===== config.mk =====
export PLATFORM = sky130hd
export DESIGN_NAME = brb_ctrl
export DESIGN_NICKNAME = d
export VERILOG_FILES = /design/src/hw/rtl/brb_pkg.sv /design/src/hw/rtl/brb_ctrl.sv
export SDC_FILE = /design/constraint.sdc
export NUM_CORES = 1
export LEC_CHECK = 0
export ABC_AREA = 1
export ABC_CLOCK_PERIOD_IN_PS = 1300
export BUFFER_PORTS_ARGS = -buffer_cell sky130_fd_sc_hd__buf_2
export CELL_PAD_IN_SITES_DETAIL_PLACEMENT = 1
export CELL_PAD_IN_SITES_GLOBAL_PLACEMENT = 2
export CORE_MARGIN = 5
export CORE_UTILIZATION = 25
export CTS_CLUSTER_SIZE = 25
export DETAILED_ROUTE_END_ITERATION = 10
export PLACE_DENSITY = 0.69
export SLEW_MARGIN = 5
export SYNTH_ARGS = -nofsm -noshare
export SYNTH_HDL_FRONTEND = slang
export SYNTH_SLANG_ARGS = --single-unit

===== constraint.sdc =====
create_clock -name clk_i -period 1.3 [get_ports clk_i]
set_input_delay 0.13 -clock clk_i [delete_from_list [all_inputs] [get_ports clk_i]]
set_output_delay 0.13 -clock clk_i [all_outputs]
set_load 0.02 [all_outputs]

===== src/hw/rtl/brb_pkg.sv =====
// Shared types and constants for the byte ring buffer.
`timescale 1ns / 1ps
`default_nettype none
package brb_pkg;

  localparam int DEPTH_DEF = 4096;  // default number of byte slots
  localparam int CAP_RESET = 4096;  // capacity register value after reset
  localparam int CAP_W     = 13;
  localparam int OPC_W     = 2;
  localparam int BYTE_W    = 8;
  localparam int OFF_W     = 12;
  localparam int STAT_W    = 2;
  localparam int FILL_W    = 13;

  typedef enum logic [OPC_W-1:0] {
    OP_PUSH   = 2'd0,
    OP_POP    = 2'd1,
    OP_PEEK   = 2'd2,
    OP_REWIND = 2'd3
  } op_e;

  typedef enum logic [STAT_W-1:0] {
    ST_DONE  = 2'd0,
    ST_FULL  = 2'd1,
    ST_EMPTY = 2'd2
  } stat_e;

  // controller -> datapath
  typedef struct packed {
    logic capture;    // latch the incoming transaction
    logic exec;       // perform the operation, update positions and count
    logic step;       // one step of the peek address remainder
    logic read_rem;   // read the store at the reduced peek address
    logic load_out;   // move the result into the output register
  } cmd_t;

  // datapath -> controller
  typedef struct packed {
    logic need_reduce;  // peek address still at or above the store depth
    logic reduce_last;  // final reduction step
  } sts_t;

endpackage
`default_nettype wire


===== src/hw/rtl/brb_ctrl.sv =====
// Sequencing state machine for the byte ring buffer.
`timescale 1ns / 1ps
`default_nettype none
module brb_ctrl (
  input  wire logic         clk_i,
  input  wire logic         rst_ni,
  input  wire logic         in_valid_i,
  output logic              in_ready_o,
  output logic              out_valid_o,
  input  wire logic         out_ready_i,
  input  wire brb_pkg::sts_t sts_i,
  output brb_pkg::cmd_t     cmd_o
);
  import brb_pkg::*;

  typedef enum logic [4:0] {
    S_IDLE   = 5'b00001,
    S_EXEC   = 5'b00010,
    S_REDUCE = 5'b00100,
    S_READ   = 5'b01000,
    S_DONE   = 5'b10000
  } state_e;

  state_e state_q, state_d;
  logic   out_valid_q, out_valid_d;
  logic   out_free;

  assign out_free    = !out_valid_q || out_ready_i;
  assign in_ready_o  = (state_q == S_IDLE);
  assign out_valid_o = out_valid_q;

  always_comb begin
    state_d = state_q;
    cmd_o   = '0;
    unique case (state_q)
      S_IDLE: begin
        if (in_valid_i) begin
          cmd_o.capture = 1'b1;
          state_d       = S_EXEC;
        end
      end
      S_EXEC: begin
        cmd_o.exec = 1'b1;
        state_d    = sts_i.need_reduce ? S_REDUCE : S_DONE;
      end
      S_REDUCE: begin
        cmd_o.step = 1'b1;
        if (sts_i.reduce_last) state_d = S_READ;
      end
      S_READ: begin
        cmd_o.read_rem = 1'b1;
        state_d        = S_DONE;
      end
      S_DONE: begin
        if (out_free) begin
          cmd_o.load_out = 1'b1;
          state_d        = S_IDLE;
        end
      end
      default: state_d = S_IDLE;
    endcase
  end

  always_comb begin
    out_valid_d = out_valid_q;
    if (cmd_o.load_out) out_valid_d = 1'b1;
    else if (out_ready_i) out_valid_d = 1'b0;
  end

  always_ff @(posedge clk_i or negedge rst_ni) begin
    if (!rst_ni) begin
      state_q     <= S_IDLE;
      out_valid_q <= 1'b0;
    end else begin
      state_q     <= state_d;
      out_valid_q <= out_valid_d;
    end
  end

endmodule
`default_nettype wire


* Word level (Yosys, flattened, before mapping)
Cells that the tools add are included.
** Storage, ports and cells
- Bits in registers :: 6
- Output and inout bits :: 7
- Word-level logic and storage cells :: 28
** Cells by class
- Equal/unequal tests :: 8
- Mux-type cells :: 14
- Reductions and logical operators :: 4
** Operators by type and width (number)
- $pmux W5 S5 :: 1
- $mux W5 :: 4
- $mux W1 :: 9
- $ne A2 B2 Y1 const B :: 3
- $eq A5 B1 Y1 const B :: 1
- $eq A5 B2 Y1 const B :: 1
- $eq A5 B3 Y1 const B :: 1
- $eq A5 B4 Y1 const B :: 1
- $eq A5 B5 Y1 const B :: 1
- $reduce_and A3 Y1 :: 1
- $reduce_bool A2 Y1 :: 1
- $logic_not A1 Y1 :: 1
- $logic_or A1 B1 Y1 :: 1

* Longest topological paths before layout
- Depth in word-level cells :: 5
- Gate-level depth with buffers :: 7
- Mapped depth without buffers :: 7

* Worst setup path before layout
Ideal clock, no wire load.
- Path kind :: register to output
- From :: reg state_q[0]
- To :: out cmd_o[4] (netlist name)
- Arrival time :: 1289 ps
- Path slack :: -119 ps
- Stages on the path, launching flop included :: 5
- Buffers on the path :: 0
- Cell sequence :: dfstp_2 -> nor2_1 -> nand4_1 -> nand2_2 -> nor3_1
** RTL lines
- start: declaration :: line brb_ctrl.sv:24 : state_e state_q, state_d;
- start signal: assignment :: line brb_ctrl.sv:75 : state_q <= state_d;
- end: declaration :: line brb_ctrl.sv:12 : output brb_pkg::cmd_t cmd_o

==> key figures <==
Status
  • Run status: finished with violations
  • Failing checks: negative setup slack

Placement
  • Post-DP HPWL: 784 um
  • Pre-CTS setup slack: 0.0152 ns
  • GPL Wtd Cong: 0.620
  • IO Port Bufs: 12
  • Cells after DPL: 75

Timing
  • Fin crit period: 1.49 ns
  • RSZ-0062 raised after global routing: true
  • Tcrit/Tclk final: 1.15
  • Worst setup margin: -0.191 ns
  • Final setup viols: 7
  • Max Slew Vio Count: 0
  • Hold Vio Cnt, Final: 0
  • Post-Route Skew: 0.00232 ns
  • WHS: 0.0823 ns
  • Fmax: 0.671 GHz
  • Slew margin rel.: 0.781
  • Setup TNS: -0.734 ns
  • Measured slew at the worst slew-check pin: 0.327 ns

Yosys
  • Library cells used by synthesis: 18
  • Mapped Nets: 53
  • Mean post-synth cell area: 8.12 um^2
  • Post-Syn Area: 382 um^2
  • Synth top area share: 0.328
  • Synth top area cells: dfrtp_1, inv_1, dfstp_2, nand2_1, nor2_1
  • Seq/Total Area, Yosys: 0.397
  • Synth warn: 0
  • Syn Inst Count: 47
  • #FFs+latches synth: 6
  • Yosys top cell by area: dfrtp_1

Clock tree
  • CTS tree: yes
  • Clk slew on worst S/H paths: 0.05 ns
  • CTS max path bufs: 2
  • Clk root buf: clkbuf_4
  • Clock Latency Late Sink: 0.25 ns
  • Clock sink count: 6
  • TritonCTS Buffers: 3
  • H-tree depth: 1

Power
  • Leakage power: 0.353 nW
  • Max VDD drop: 0.854 mV
  • Pwr/cell area: 2070 mW/mm^2

Detailed routing
  • TritonRoute pass-1 iters: 1
  • DRT antenna net count: 0
  • Wire per inst: 12.0 um
  • Vias per cell: 4.43
  • Total Wirelength: 1080 um
  • DR vias: 399
  • DRC viols: 0
  • Initial DRC count: 0

Final layout
  • Layout Nets: 81
  • Area Growth Syn to Fin: 70.8%
  • Filler instances: 190
  • Ant diodes: 0
  • Layout cells sized above 1: 0.662
  • Fin cells: 90

Min path
  • WHS Endpoint: out_valid_o$_DFFE_PN0P_
  • Hold wc startpoint: out_ready_i
  • Hold Crit Class: primary input to flip-flop
  • Hold Path Stages: 2

Flow run
  • Max cap viols: 0

Floorplan
  • Core footprint: 0.00147 mm^2
  • # IOs: 13
  • Die area: 0.00241 mm^2
  • Num rows: 14
  • Initial core utilization: 0.259
  • Die span in x: 49.1 um
  • Die height: 49.1 um

Worst setup path
  • Worst Reg-to-Reg Cells: 6
  • CP required: 1.17 ns
  • Critical Path Max Stage Delay: 0.60 ns
  • Crit path cell chain: nor2_2 > nand4_1 > nand2_2 > nor3_2 > buf_4
  • R2r startpoint: state_q[4]$_DFFE_PN0P_
  • Top delay family on crit path: flip-flops
  • CP Buf/Inv Count: 1
  • Crit Path Class: flip-flop to output port
  • Worst reg2reg path endpoint: state_q[4]$_DFFE_PN0P_
  • Slowest cell on crit path: dfstp_2
  • Worst Setup End Kind: output port
  • Critical Path Fanout Max: 4
  • Startpoint types: flip-flop
  • Crit path depth: 5
  • R2R Setup Slk: -0.04 ns
  • WP data arrival: 1.36 ns

Global route
  • First-pass GRT wire length: 1880 um
  • Antenna violations before repair: 0
  • Via count of the first global-routing pass: 424
  • Largest net degree at the start of global routing: 7
  • Tot GR Track Use: 0.103
  • Gr ovfl total: 0
-- cell usage in the layout, fill, tap and decap left out --
| cell type | instances |
|---|---|
| clkbuf_1 | 1 |
| nand2_4 | 2 |
| nor2_4 | 2 |
| dfrtp_1 | 2 |
| dlygate4sd3_1 | 1 |
| nand3_4 | 2 |
| nor3_4 | 1 |
| o21bai_2 | 1 |
| nor2_2 | 3 |
| o211ai_1 | 1 |
| nand2_1 | 4 |
| buf_2 | 6 |
| dfrtp_2 | 3 |
| buf_6 | 4 |
| inv_1 | 7 |
| nand3_2 | 1 |
| nand2_2 | 1 |
| inv_2 | 4 |
| o21ai_0 | 2 |
| clkbuf_4 | 3 |
| nor2_1 | 4 |
| nor3_2 | 2 |
| buf_4 | 13 |
| dfstp_2 | 1 |
| nand3_1 | 1 |
| nand4_1 | 1 |
| nor3_1 | 1 |
-- stage by stage --
stage	util	total power [mW]	cell area, um^2
6_report	0.443	1.35	652
3_3_place_gp	0.317	0.841	467
4_1_cts	0.406	1.28	597
5_1_grt	0.443	1.46	652
3_5_place_dp	0.317	0.843	467
2_1_floorplan	-	0.697	387
-- worst max path at each step --
stage,start,to,slack (ns)
finish,state_q[0]$_DFFE_PN1P_,cmd_o[4],-0.19
CTS,state_q[0]$_DFFE_PN1P_,cmd_o[4],-0.19
global route,state_q[0]$_DFFE_PN1P_,cmd_o[4],-0.30
global placement,state_q[3]$_DFFE_PN0P_,cmd_o[4],0.02
floorplan,state_q[0]$_DFFE_PN1P_,cmd_o[4],0.05
detailed placement,state_q[3]$_DFFE_PN0P_,cmd_o[4],0.02
-- worst reg2reg max path, stage by stage, from the launching register on --
cell	delay (ns)
dfrtp_2	0.44
nor3_4	0.24
buf_4	0.17
nand2_4	0.05
buf_4	0.15
buf_4	0.12
o211ai_1	0.09
-- flip-flops by register name, indices dropped and copies added, names as in the netlist --
signal,cells
state_q,5
out_valid_o,1
-- Yosys cell counts, drive strengths merged --
master	n
inv	11
nor2	9
nand2	7
dfrtp	5
nand3	4
nor3	4
o21ai	2
buf	1
dfstp	1
nand4	1
o211ai	1
o21bai	1
-- power breakdown --
group	switching, mW	total, mW	internal (mW)
Sequential	0.0814	0.335	0.254
Combinational	0.417	0.820	0.403
Clock	0.0789	0.196	0.117
Total	0.577	1.35	0.774
-- metal layers --
layer / vias to the layer above / part of all wire / GRT usage
li1: 199 / - / -
met1: 188 / 0.42 / 0.124
met2: 10 / 0.51 / 0.150
met3: 2 / 0.053 / 0.0550
met4: 0 / 0.012 / 0.0404
met5: - / 0 / 0
-- area by class of cell --
class                           instances  area (um^2)  area share
Multi-Input combinational cell         29          226       0.347
Timing Repair Buffer                   24          183       0.280
Sequential cell                         6          155       0.238
Inverter                               11         41.3      0.0633
Clock buffer                            4         26.3      0.0403
Tap cell                               16         20.0      0.0307
-- what timing repair did --
| action | 4_1_cts | 5_1_grt |
|---|---|---|
| gates resized for setup | 17 | 9 |
| buffers inserted | 6 | 4 |
| pin swaps | 6 | 2 |
| hold endpoints to repair | 6 | 0 |
| endpoints found under the setup margin | 6 | 10 |
| hold buffers | 1 | 0 |
-- kinds of logic (layout without fill, tap and decap cells) --
| kind of cell | after synthesis | after routing | share of synthesized area |
|---|---|---|---|
| buffers and inverters | 12 | 39 | 0.128 |
| AOI/OAI and AO/OA | 4 | 4 | 0.0754 |
| DFF | 6 | 6 | 0.397 |
| and+or+nand+nor | 25 | 25 | 0.400 |
Power figures use the tool's default switching activity.
